`src/polymer_chain_length_stats_defines.svh`:
```
// Assertion macros shared by the polymer chain statistics design.
`ifndef POLYMER_CHAIN_LENGTH_STATS_DEFINES_SVH
`define POLYMER_CHAIN_LENGTH_STATS_DEFINES_SVH

// Same-cycle implication, checked outside reset.
`define PCLS_ASSERT_NOW(label, clk, rst, ante, cons, msg) \
  label: assert property (@(posedge clk) disable iff (rst) (ante) |-> (cons)) else $error(msg);

// Next-cycle implication, checked outside reset.
`define PCLS_ASSERT_NEXT(label, clk, rst, ante, cons, msg) \
  label: assert property (@(posedge clk) disable iff (rst) (ante) |=> (cons)) else $error(msg);

`endif

```
`src/pcls_pkg.sv`:
```
// Package with the types, constants and helpers of the chain statistics block.
`default_nettype none
package pcls_pkg;

  localparam int MAX_CHAIN_LENGTH_DEF = 256;
  localparam int CHAIN_LENGTH_RESET   = 16;
  localparam int CHAIN_COUNT_RESET    = 1;
  localparam int CFG_W                = 16;

  typedef enum logic [0:0] {
    REG_CHAIN_LENGTH = 1'b0,
    REG_CHAIN_COUNT  = 1'b1
  } reg_index_t;

  typedef enum logic [3:0] {
    ST_IDLE, ST_SQ, ST_ACC, ST_LEND, ST_DIV, ST_DWAIT, ST_GRD, ST_GLD,
    ST_CEND, ST_TOT, ST_OUT
  } state_t;

  typedef enum logic [1:0] {
    PH_BOND, PH_END, PH_GYR
  } phase_t;

  typedef enum logic [3:0] {
    DV_CX, DV_CY, DV_CZ, DV_BM, DV_GM, DV_EM, DV_RB, DV_RG, DV_RE
  } div_sel_t;

  typedef struct packed {
    logic     accept;
    logic     end_load;
    logic     mem_rd;
    logic     gyr_load;
    logic     gidx_clr;
    logic     gidx_inc;
    logic     sq_run;
    logic [1:0] comp;
    logic     acc_en;
    phase_t   acc_sel;
    logic     div_start;
    div_sel_t div_sel;
    logic     chain_end;
    logic     totals;
    logic     out_load;
  } cmd_t;

  typedef struct packed {
    logic bead_first;
    logic bead_last;
    logic chain_last;
    logic gidx_last;
    logic div_busy;
    logic div_done;
    logic out_free;
  } status_t;

  function automatic logic [63:0] sat_add(input logic [63:0] a, input logic [63:0] b);
    logic [64:0] s;
    s = {1'b0, a} + {1'b0, b};
    return s[64] ? '1 : s[63:0];
  endfunction

endpackage
`default_nettype wire

```
`src/pcls_ctrl.sv`:
```
// Controller state machine that sequences the datapath for each bead.
`default_nettype none
`include "polymer_chain_length_stats_defines.svh"
module pcls_ctrl (
  input  wire logic              clk,
  input  wire logic              rst,
  input  wire logic              in_valid,
  output logic                   in_stall,
  input  wire pcls_pkg::status_t st,
  output pcls_pkg::cmd_t         cmd
);

  pcls_pkg::state_t   state, state_next;
  pcls_pkg::phase_t   phase, phase_next;
  pcls_pkg::div_sel_t div_sel, div_sel_next;
  logic [1:0] comp, comp_next;
  logic       last_q, last_q_next;

  always_ff @(posedge clk) begin
    if (rst) begin
      state   <= pcls_pkg::ST_IDLE;
      phase   <= pcls_pkg::PH_BOND;
      div_sel <= pcls_pkg::DV_CX;
      comp    <= 2'd0;
      last_q  <= 1'b0;
    end else begin
      state   <= state_next;
      phase   <= phase_next;
      div_sel <= div_sel_next;
      comp    <= comp_next;
      last_q  <= last_q_next;
    end
  end

  always_comb begin
    state_next   = state;
    phase_next   = phase;
    div_sel_next = div_sel;
    comp_next    = comp;
    last_q_next  = last_q;
    in_stall     = 1'b1;
    cmd          = '0;
    cmd.comp     = comp;
    cmd.acc_sel  = phase;
    cmd.div_sel  = div_sel;
    case (state)
      pcls_pkg::ST_IDLE: begin
        in_stall = 1'b0;
        if (in_valid) begin
          cmd.accept  = 1'b1;
          last_q_next = st.bead_last;
          phase_next  = pcls_pkg::PH_BOND;
          comp_next   = 2'd0;
          state_next  = st.bead_first ? pcls_pkg::ST_IDLE : pcls_pkg::ST_SQ;
        end
      end
      pcls_pkg::ST_SQ: begin
        cmd.sq_run = 1'b1;
        comp_next  = comp + 2'd1;
        if (comp == 2'd3) begin
          state_next = pcls_pkg::ST_ACC;
        end
      end
      pcls_pkg::ST_ACC: begin
        cmd.acc_en = 1'b1;
        case (phase)
          pcls_pkg::PH_BOND: begin
            state_next = last_q ? pcls_pkg::ST_LEND : pcls_pkg::ST_IDLE;
          end
          pcls_pkg::PH_END: begin
            div_sel_next = pcls_pkg::DV_CX;
            state_next   = pcls_pkg::ST_DIV;
          end
          default: begin
            if (st.gidx_last) begin
              state_next = pcls_pkg::ST_CEND;
            end else begin
              cmd.gidx_inc = 1'b1;
              state_next   = pcls_pkg::ST_GRD;
            end
          end
        endcase
      end
      pcls_pkg::ST_LEND: begin
        cmd.end_load = 1'b1;
        phase_next   = pcls_pkg::PH_END;
        comp_next    = 2'd0;
        state_next   = pcls_pkg::ST_SQ;
      end
      pcls_pkg::ST_DIV: begin
        cmd.div_start = 1'b1;
        state_next    = pcls_pkg::ST_DWAIT;
      end
      pcls_pkg::ST_DWAIT: begin
        if (st.div_done) begin
          state_next = pcls_pkg::ST_DIV;
          case (div_sel)
            pcls_pkg::DV_CX: div_sel_next = pcls_pkg::DV_CY;
            pcls_pkg::DV_CY: div_sel_next = pcls_pkg::DV_CZ;
            pcls_pkg::DV_CZ: begin
              cmd.gidx_clr = 1'b1;
              state_next   = pcls_pkg::ST_GRD;
            end
            pcls_pkg::DV_BM: div_sel_next = pcls_pkg::DV_GM;
            pcls_pkg::DV_GM: div_sel_next = pcls_pkg::DV_EM;
            pcls_pkg::DV_EM: state_next   = pcls_pkg::ST_TOT;
            pcls_pkg::DV_RB: div_sel_next = pcls_pkg::DV_RG;
            pcls_pkg::DV_RG: div_sel_next = pcls_pkg::DV_RE;
            default:         state_next   = pcls_pkg::ST_OUT;
          endcase
        end
      end
      pcls_pkg::ST_GRD: begin
        cmd.mem_rd = 1'b1;
        state_next = pcls_pkg::ST_GLD;
      end
      pcls_pkg::ST_GLD: begin
        cmd.gyr_load = 1'b1;
        phase_next   = pcls_pkg::PH_GYR;
        comp_next    = 2'd0;
        state_next   = pcls_pkg::ST_SQ;
      end
      pcls_pkg::ST_CEND: begin
        cmd.chain_end = 1'b1;
        if (st.chain_last) begin
          div_sel_next = pcls_pkg::DV_BM;
          state_next   = pcls_pkg::ST_DIV;
        end else begin
          state_next = pcls_pkg::ST_IDLE;
        end
      end
      pcls_pkg::ST_TOT: begin
        cmd.totals   = 1'b1;
        div_sel_next = pcls_pkg::DV_RB;
        state_next   = pcls_pkg::ST_DIV;
      end
      pcls_pkg::ST_OUT: begin
        if (st.out_free) begin
          cmd.out_load = 1'b1;
          state_next   = pcls_pkg::ST_IDLE;
        end
      end
      default: state_next = pcls_pkg::ST_IDLE;
    endcase
  end

  `PCLS_ASSERT_NOW(a_div_idle, clk, rst, cmd.div_start, !st.div_busy, "divider started while busy")
  `PCLS_ASSERT_NEXT(a_div_runs, clk, rst, cmd.div_start, st.div_busy, "divider did not start")
  `PCLS_ASSERT_NOW(a_out_free, clk, rst, cmd.out_load, st.out_free, "result overwritten")

endmodule
`default_nettype wire

```
`config.mk`:
```
export PLATFORM = sky130hd
export DESIGN_NAME = pcls_ctrl
export DESIGN_NICKNAME = d
export VERILOG_FILES = /design/src/pcls_pkg.sv /design/src/pcls_ctrl.sv
export VERILOG_INCLUDE_DIRS = /design/src /design/src/src
export SDC_FILE = /design/constraint.sdc
export NUM_CORES = 1
export LEC_CHECK = 0
export ABC_AREA = 1
export BUFFER_PORTS_ARGS = -buffer_cell sky130_fd_sc_hd__buf_2
export CORE_MARGIN = 4
export CORE_UTILIZATION = 35
export CTS_CLUSTER_DIAMETER = 30
export CTS_CLUSTER_SIZE = 24
export DETAILED_ROUTE_END_ITERATION = 16
export PLACE_DENSITY = 0.67
export RECOVER_POWER = 25
export SETUP_SLACK_MARGIN = 0.5
export SLEW_MARGIN = 20
export SYNTH_ARGS = -nofsm -noshare
export SYNTH_HDL_FRONTEND = slang
export SYNTH_SLANG_ARGS = --single-unit
```
`constraint.sdc`:
```
create_clock -name clk -period 3.3 [get_ports clk]
set_input_delay 0.66 -clock clk [delete_from_list [all_inputs] [get_ports clk]]
set_output_delay 0.66 -clock clk [all_outputs]
set_load 0.02 [all_outputs]
```
==> run summary, run 1 <==
CP max stage delay - 0.41 ns
Pre-CTS setup slack - 1.39 ns
Critical R2R Capture - phase[0]
Nets - 211
Worst-margin pin slew - 0.330 ns
Cell Rows - 18
WP buf/inv - 3
Finished Cell Area - 0.00114 mm²
Cell taking the most area after synthesis - dfxtp_1
Clk sinks - 13
Worst Setup End Kind - primary output
First-pass GRT wire length - 3950 µm
Share of cells above drive strength 1 - 0.191
Max-cap check violation count - 0
I/O pin cnt - 31
GRT Total Usage - 0.144
Final hold violations - 0
Min Clock Period, post-route - 2.37 ns
Core ar. - 0.00252 mm²
# diodes - 0
Largest cells by area after synthesis - dfxtp_1 (28%), nand2_1 (19%), nor2_1 (11%), inv_1 (11%), nand3_1 (7.9%)
Total CTS buffers - 3
Initial detailed-routing violation count - 19
CTS tree - yes
Worst EP arrival - 1.71 ns
Yosys warning count - 0
Gate power share - 0.267
Clk pwr share - 0.257
Post-synth EDFFs - 0
Width of the die - 60.0 µm
Syn Inst Count - 166
Slowest cell on crit path - dfxtp_1
CTS resizes - 0
Yosys cell types - 18
Via density - 4.69
DRT antenna net count - 0
Net switching power - 0.000129 W
DIE AREA - 0.00359 mm²
Slew margin rel. - 0.780
Sw Share - 0.346
Vias in the first global route - 957
Die height - 60.0 µm
Total grt overflow - 0
WS Path Type - reg2out
FILL cells - 256
Worst IR Drop VDD - 191 µV
First-pass DRT Iterations - 4
Most frequent CP cell - nor2_1
Syn Area/Cell - 5.69 µm²
Post-cts hold buffer count - 0
Fmax - 0.421 GHz
Commonest cells post-synth - nand2_1 (47), nor2_1 (28), inv_1 (27), nand3_1 (15), dfxtp_1 (13)
Internal power - 0.000244 W
Seq pwr share - 0.476
FF-to-FF Start - state[0]
Initial Util - 0.375
Register area share after synthesis - 0.275
Worst-path cell chain - nor2_1, clkinv_1, nor2_1, nand2_1, inv_1, buf_2
Clock skew - 0.00620 ns
# setup viols final - 0
Crit share post-route - 0.719
Clk Latency, worst-skew pair - 0.27 ns
Dpl hpwl - 1970 µm
Placement Cell Area - 0.00113 mm²
Hold Path Origin - last_q
Mapped cell area - 945 µm²
Worst Path Required - 2.64 ns
Status - finished, final reports clean
WL/cell - 10.4 µm
FF-to-FF path depth - 7
Hold path cells - 2
Fin. max-slew vios - 0
Area Overhead vs Synth - 21.1%
Routability cong. - 0.963
Largest net degree at the start of global routing - 9
CTS root buf - clkbuf_4
Vias post-DR - 1073
Asr flop ratio synth - 0
Crit-path max FO - 7
Post-Route WL - 2380 µm
Sum Neg Setup Slack - 0 ns
Top-area cell type share of the netlist area - 0.275
Clock Tree Buf Depth - 2
Seq cells post-synth - 13
Static leakage - 0.607 nW
Worst-path clk slew - 0.08 ns
DRC viols - 0
RSZ-0062 raised after global routing - no
Post-CTS setup repair buffer count - 0
Critical path's top delay family - simple AND/OR/NAND/NOR gates
Initial antenna violation count - 0
H-tree levels - 1
Syn Nets - 177
R2r setup slk - 1.66 ns
P per Cell Area - 325 mW/mm²
Hold Path Sink - last_q
Top FF cell, synth - dfxtp_1
Count leader, synth - nand2_1
Fin worst setup slack - 0.926 ns
Worst Hold Class - reg2reg
Port Buffer Count - 29
CP Launch Type - register
layout make-up:
type / instances / area, µm² / share of cell area
timing repair buffer: 29 / 140 / 0.123
sequential: 13 / 260 / 0.228
tap: 30 / 37.5 / 0.0328
multi-input combinational: 123 / 567 / 0.496
inverter: 30 / 113 / 0.0985
clock buffer: 4 / 26.3 / 0.0230
per-layer routing:
layer	vias up	GRT usage	wire [µm]
met5	-	0	0
met3	4	0.0216	102
met1	459	0.186	1150
met4	0	0.0570	35
li1	584	-	-
met2	26	0.238	1090
logic make-up after synthesis:
group / after synthesis / share of synthesized area
buf+inv: 30 / 0.119
fa+ha+maj: 1 / 0.0132
simple gates: 103 / 0.481
compound gates: 19 / 0.111
flops: 13 / 0.275
power by group through the flow:
stage	clock [W]	combinational, W	sequential [W]
after floorplan	0	0.0000682	0.000185
after global placement	0	0.000101	0.000181
after detailed placement	0	0.000102	0.000181
after CTS	0.0000997	0.000102	0.000177
after global routing	0.000106	0.000114	0.000178
final	0.0000957	0.0000994	0.000177
per-stage QoR:
step,hold WS [ns],utilization,instances,total power (W)
after global placement,0.460,0.447,225,0.000282
after CTS,0.473,0.457,229,0.000379
after detailed placement,0.460,0.447,225,0.000282
after global routing,0.524,0.453,229,0.000398
after floorplan,0.438,-,166,0.000253
final,0.471,0.453,229,0.000372
how the worst max path moves through the flow:
stage               endpoint     start  depth (start not counted)
finish               cmd[19]  state[0]                          6
global route         cmd[19]  state[0]                          6
CTS                  cmd[19]  state[0]                          6
detailed placement   cmd[14]     st[3]                          5
global placement     cmd[14]     st[3]                          5
floorplan            cmd[15]     st[1]                          2
worst min-delay path: cells and delay by family, from the launching register on:
kind            cells  cell delay [ns]
simple gates        1             0.06
compound gates      1             0.05
flops               1             0.32
flip-flops by register name, indices dropped and copies added (netlist names):
name	count
div_sel	4
comp	2
phase	2
last_q	1
state	4
layout by cell type (no fill, tap or decap), types with 2 or more instances in the layout:
| master | count |
|---|---|
| clkbuf_4 | 3 |
| nand2_2 | 3 |
| clkbuf_1 | 5 |
| o21a_1 | 2 |
| nor2_1 | 30 |
| inv_2 | 2 |
| o21ai_0 | 5 |
| nor4_1 | 2 |
| nand2_1 | 47 |
| dfxtp_1 | 13 |
| nand3_1 | 15 |
| nor2_2 | 2 |
| inv_1 | 27 |
| nor2_4 | 3 |
| buf_2 | 25 |
| a21oi_1 | 9 |
(Power assumes the default switching activity.)
==> run 2, diff against run 1 <==
Settings changed: PLACE_DENSITY 0.67 to 0.69.
Clock period 3.3 ns to 2 ns, I/O delays scaled along.
==> run 2 against run 1 <==
Effect of this change:
- setup slack worse by 0.61 ns
- core utilization is 16 points higher
- largest power group unchanged
- largest cell class unchanged
- combinational power grew to 2.6 times the previous value
- global-route usage is 3.7 points higher
- sequential share of layout area is 5.0 points lower
- sequential cell count stayed put
- sequential power is 66% higher
- clock power is 68% higher
- critical path type unchanged
==> run summary, run 2 (synthesized netlist as in run 1, its figures left out) <==
Slowest cell on crit path - dfxtp_4
Hold Path Origin - st[5]
Nets - 230 (+9.0%)
WS Path Type - reg2out
CTS root buf - clkbuf_4
Worst IR Drop VDD - 349 µV (+83%)
Sum Neg Setup Slack - 0 ns (unchanged)
Fin. max-slew vios - 0 (unchanged)
H-tree levels - 1 (unchanged)
Crit share post-route - 0.843
First-pass GRT wire length - 4970 µm (+26%)
Total CTS buffers - 3 (unchanged)
Core ar. - 0.00252 mm² (unchanged)
First-pass DRT Iterations - 4 (unchanged)
Seq pwr share - 0.411 (-0.065)
Via density - 4.89 (+4.3%)
Clock skew - 0.00192 ns (-0.00428 ns)
Final hold violations - 0 (unchanged)
Worst EP arrival - 1.29 ns (-0.42 ns)
Largest net degree at the start of global routing - 9 (unchanged)
Share of cells above drive strength 1 - 0.408 (+0.217)
Register area - 275 µm² (+5.8%)
WP buf/inv - 3 (unchanged)
CP Launch Type - register
Worst Setup End Kind - primary output
P per Cell Area - 462 mW/mm² (+42%)
I/O pin cnt - 31 (unchanged)
Port Buffer Count - 29 (unchanged)
Initial detailed-routing violation count - 22 (+3)
Critical path's top delay family - simple AND/OR/NAND/NOR gates
Vias post-DR - 1212 (+13%)
Total grt overflow - 0 (unchanged)
FF-to-FF path depth - 10 (+3)
Vias in the first global route - 1180 (+23%)
Worst Path Required - 1.60 ns (-1.04 ns)
Clk pwr share - 0.226 (-0.031)
Commonest non-fill, non-tap cell in the layout - nand2_1
Most frequent cells in the layout - nand2_1 (39), inv_1 (21), nor2_1 (19), buf_4 (19)
Routability cong. - 0.820 (-15%)
Fmax - 0.593 GHz
Post-cts hold buffer count - 0 (unchanged)
Cell Rows - 18 (unchanged)
Die height - 60.0 µm (unchanged)
Regs by FF count - div_sel x4, state x4
Worst-margin pin slew - 0.303 ns (-0.0275 ns)
Width of the die - 60.0 µm (unchanged)
Multi-input logic area - 721 µm² (+27%)
Min Clock Period, post-route - 1.69 ns
Clock Tree Buf Depth - 2 (unchanged)
Worst-path cell chain - nor2_4, inv_2, nor2_4, nand2_2, inv_2, buf_6
Area Overhead vs Synth - 63.8%
Clk Latency, worst-skew pair - 0.27 ns (about the same)
DRT antenna net count - 0 (unchanged)
Worst-path clk slew - 0.08 ns (about the same)
Dpl hpwl - 2020 µm (+2.4%)
Final Hold Slack - 0.370 ns (-0.101 ns)
R2r setup slk - 0.53 ns (-1.13 ns)
# setup viols final - 0 (unchanged)
WL/cell - 12.3 µm (+19%)
FILL cells - 240 (-6.3%)
Net switching power - 0.000255 W (+98%)
Post-Route WL - 3050 µm (+28%)
DIE AREA - 0.00359 mm² (unchanged)
Initial antenna violation count - 0 (unchanged)
Slew margin rel. - 0.796 (+0.0168)
Clk sinks - 13 (unchanged)
Critical R2R Capture - state[3]
Max-cap check violation count - 0 (unchanged)
GRT Total Usage - 0.180 (+0.0365)
FF-to-FF Start - state[2]
Static leakage - 0.735 nW (+21%)
CP max stage delay - 0.37 ns (-0.04 ns)
DRC viols - 0 (unchanged)
Status - finished, final reports clean
# diodes - 0 (unchanged)
CTS tree - yes
Hold path cells - 3 (+1)
Internal power - 0.000459 W (+89%)
RSZ-0062 raised after global routing - yes
Hold Path Sink - last_q
Gate power share - 0.364 (+0.097)
Sw Share - 0.357 (+0.0116)
Worst Hold Class - in2reg
Initial Util - 0.375 (unchanged)
Crit-path max FO - 4 (-3)
-- run 2: cell types whose count changed in the layout (fill, tap and decap cells not counted), moves of 5 or more --
cell / previous run / this run
buf_4: 0 / 19
inv_1: 27 / 21
nand2_4: 0 / 5
nand2_1: 47 / 39
buf_6: 0 / 13
nor2_1: 30 / 19
buf_2: 25 / 11
nor2_4: 3 / 14
-- run 2: through the flow --
step,cells,power [W],util,area [µm²],setup WS [ns]
detailed placement,225,0.000469,0.452,1140,0.357
finish,248,0.000715,0.614,1550,0.313
CTS,242,0.000684,0.560,1410,0.353
floorplan,166,0.000419,-,957,0.459
global route,248,0.000756,0.614,1550,0.267
global placement,225,0.000467,0.452,1140,0.372
-- run 2: layout make-up --
class / instances / share of cell area
inverters: 30 / 0.0808
flip-flops and latches: 13 / 0.178
clock buffers: 4 / 0.0170
well taps: 30 / 0.0243
repair buffers: 48 / 0.234
multi-input cells: 123 / 0.466
-- run 2: routing by layer --
metal | GRT usage | vias to the layer above | wire (µm) | share of wire
met2 | 0.326 | 37 | 1530 | 0.50
met1 | 0.222 | 550 | 1320 | 0.43
met5 | 0 | - | 0 | 0
met3 | 0.0259 | 4 | 163 | 0.053
met4 | 0.0443 | 0 | 37 | 0.012
li1 | - | 621 | - | -
-- run 2: timing repair --
action	CTS	global route
setup endpoints to repair	13	17
pin swaps	10	18
buffers inserted	13	6
resized for setup	55	27
-- run 2: tightest hold or removal path, stage by stage --
cell and delay, ns:
buf_2 0.09, nand2_1 0.05, a21oi_1 0.05
-- run 2: power groups by stage --
stage	sequential (W)	combinational [W]	clock (W)
2_1_floorplan	0.000305	0.000114	0
3_3_place_gp	0.000299	0.000169	0
3_5_place_dp	0.000298	0.000170	0
4_1_cts	0.000292	0.000227	0.000164
5_1_grt	0.000296	0.000285	0.000175
6_report	0.000294	0.000260	0.000161
-- run 2: worst max-delay path by stage --
stage,startpoint,endpoint,slack [ns],depth (start not counted)
after CTS,state[1],cmd[19],0.35,6
after global placement,state[0],cmd[19],0.37,6
after floorplan,div_sel[2],cmd[15],0.46,3
final,state[2],cmd[19],0.31,6
after detailed placement,state[0],cmd[19],0.36,6
after global routing,state[2],cmd[19],0.27,6
==> run 3, diff against run 2 <==
Settings changed: PLACE_DENSITY 0.69 to 0.67.
Clock period 2 ns to 1.6 ns, I/O delays scaled along.
==> run 3 against run 2 <==
Effect of this change:
- the flow now finishes with violations (negative setup slack)
- final area grew 21%
- core utilization grew 13 points
- global-route usage grew 1.8 points
- combinational power grew 62%
- first-iteration DRC count grew to 2.9 times the previous value
- via count grew 7.6%
- sequential power grew 25%
- setup slack lost 0.35 ns
- hold slack lost 0.087 ns
- cell count grew 4.4%
==> run summary, run 3 (synthesized netlist as in run 1, its figures left out) <==
Initial detailed-routing violation count - 64 (+190%)
First-pass DRT Iterations - 4 (unchanged)
Worst Hold Class - in2reg
GRT Total Usage - 0.198 (+0.0179)
Clock skew - 0.0114 ns (+0.00945 ns)
Routed met2 length - 1880 µm (+23%)
Worst path depth - 6 (unchanged)
# diodes - 0 (unchanged)
Worst IR Drop VDD - 570 µV (+64%)
H-tree levels - 1 (unchanged)
WS Path Type - reg2out
Placed Instances - 226 (+0.44%)
Slew margin rel. - 0.810 (+0.0134)
Final Hold Slack - 0.284 ns (-0.0868 ns)
Area Overhead vs Synth - 98.3%
CP max stage delay - 0.37 ns (about the same)
Routability cong. - 0.843 (+2.8%)
Worst-margin pin slew - 0.284 ns (-0.0182 ns)
Fin worst setup slack - -0.0324 ns (-0.345 ns)
Share of cells above drive strength 1 - 0.585 (+0.177)
Met3 wire len - 230 µm (+41%)
Initial antenna violation count - 0 (unchanged)
Regs by FF count - div_sel x4, state x4
CP Launch Type - register
Hold Path Sink - last_q
FILL cells - 197 (-18%)
# setup viols final - 4 (+4)
Critical path's top delay family - simple AND/OR/NAND/NOR gates
WP buf/inv - 3 (unchanged)
Net switching power - 0.000378 W (+48%)
Min Clock Period, post-route - 1.63 ns
Total grt overflow - 0 (unchanged)
Via density - 5.03 (+3.0%)
Met1 wire length - 1430 µm (+8.3%)
Worst Setup End Kind - primary output
Port Buffer Count - 29 (unchanged)
Total CTS buffers - 3 (unchanged)
Die height - 60.0 µm (unchanged)
Gate power share - 0.421 (+0.057)
Core ar. - 0.00252 mm² (unchanged)
Top Metal Used - met4
Vias in the first global route - 1248 (+5.8%)
Clk sinks - 13 (unchanged)
CTS root buf - clkbuf_4
Sum Neg Setup Slack - -0.0904 ns (-0.0904 ns)
Clock Tree Buf Depth - 2 (unchanged)
Fin. max-slew vios - 0 (unchanged)
Max-cap check violation count - 0 (unchanged)
Worst EP arrival - 1.31 ns (+0.02 ns)
Worst-path clk slew - 0.09 ns (about the same)
Failing checks - negative setup slack
Largest net degree at the start of global routing - 9 (unchanged)
First-pass GRT wire length - 5460 µm (+9.7%)
P per Cell Area - 533 mW/mm² (+16%)
Sw Share - 0.379 (+0.0215)
Clk pwr share - 0.211 (-0.015)
Hold Path Origin - st[5]
Dpl hpwl - 2210 µm (+9.4%)
I/O pin cnt - 31 (unchanged)
Commonest non-fill, non-tap cell in the layout - nand2_1
Vias post-DR - 1304 (+7.6%)
Hold path cells - 3 (unchanged)
DRT antenna net count - 0 (unchanged)
Crit-path max FO - 4 (unchanged)
Most frequent cells in the layout - nand2_1 (34), buf_6 (26), buf_4 (24)
Nets - 241 (+4.8%)
Status - finished, violations left
Static leakage - 0.865 nW (+18%)
Width of the die - 60.0 µm (unchanged)
Post-cts hold buffer count - 0 (unchanged)
Pre-CTS setup slack - 0.113 ns (-0.244 ns)
FF-to-FF path depth - 11 (+1)
Cell Rows - 18 (unchanged)
Non-Filler Instances - 259 (+4.4%)
DIE AREA - 0.00359 mm² (unchanged)
CTS tree - yes
Final hold violations - 0 (unchanged)
Post-Route WL - 3660 µm (+20%)
Worst Path Required - 1.28 ns (-0.32 ns)
Seq pwr share - 0.368 (-0.043)
DRC viols - 0 (unchanged)
Critical R2R Capture - state[2]
WL/cell - 14.1 µm (+15%)
RSZ-0062 raised after global routing - yes
Crit share post-route - 1.02
Worst-path cell chain - nor2_4, inv_2, nor2_4, nand2_2, inv_2, buf_6
R2r setup slk - 0.05 ns (-0.48 ns)
Slowest cell on crit path - dfxtp_4
FF-to-FF Start - state[0]
Internal power - 0.000621 W (+35%)
Overall power - 0.000999 W (+40%)
Fmax - 0.613 GHz
Clk Latency, worst-skew pair - 0.28 ns (about the same)
Initial Util - 0.375 (unchanged)
-- run 3: cell count changes in the layout (fill, tap and decap cells not counted), sizes merged --
cell	delta
buf	+16
clkbuf	-5
-- run 3: how the worst max path moves through the flow --
stage | startpoint | end | slack [ns]
global placement | state[0] | cmd[19] | 0.17
CTS | state[3] | in_stall | -0.006
finish | state[2] | cmd[19] | -0.03
floorplan | state[0] | cmd[15] | 0.32
global route | state[0] | cmd[19] | -0.08
detailed placement | state[0] | cmd[19] | 0.11
-- run 3: final cells by class --
class	instances	area, µm²	share of cell area
Multi-Input combinational cell	123	845	0.451
Timing Repair Buffer	59	533	0.285
Sequential cell	13	299	0.160
Inverter	30	133	0.0708
Tap cell	30	37.5	0.0200
Clock buffer	4	26.3	0.0140
-- run 3: repair_timing --
| item | in CTS | in global routing |
|---|---|---|
| gates resized for setup | 70 | 43 |
| pin swaps | 16 | 21 |
| buffers inserted | 19 | 10 |
| setup endpoints to repair | 34 | 34 |
-- run 3: power by group through the flow --
stage | sequential [W] | clock [W] | combinational, W
4_1_cts | 0.000367 | 0.000214 | 0.000347
2_1_floorplan | 0.000380 | 0 | 0.000155
5_1_grt | 0.000371 | 0.000232 | 0.000455
3_5_place_dp | 0.000371 | 0 | 0.000236
3_3_place_gp | 0.000370 | 0 | 0.000230
6_report | 0.000368 | 0.000211 | 0.000420
-- run 3: routing by layer --
metal	up-vias	global-route usage
met5	-	0
met4	0	0.0696
met3	17	0.0281
met2	49	0.349
met1	596	0.243
li1	642	-
-- run 3: worst reg2reg max path, cell delays in order (launching register included) --
cell	delay [ns]
dfxtp_4	0.39
buf_6	0.13
nor2_4	0.16
nand2_4	0.11
nor2_4	0.11
buf_4	0.11
buf_4	0.09
buf_4	0.10
a21oi_1	0.03
nand2_1	0.06
nand2_1	0.06
a21oi_1	0.13
-- run 3: stage by stage --
| step | utilization | area (µm²) |
|---|---|---|
| final | 0.743 | 1870 |
| after global routing | 0.743 | 1870 |
| after CTS | 0.651 | 1640 |
| after detailed placement | 0.496 | 1250 |
| after global placement | 0.496 | 1250 |
| after floorplan | - | 1060 |
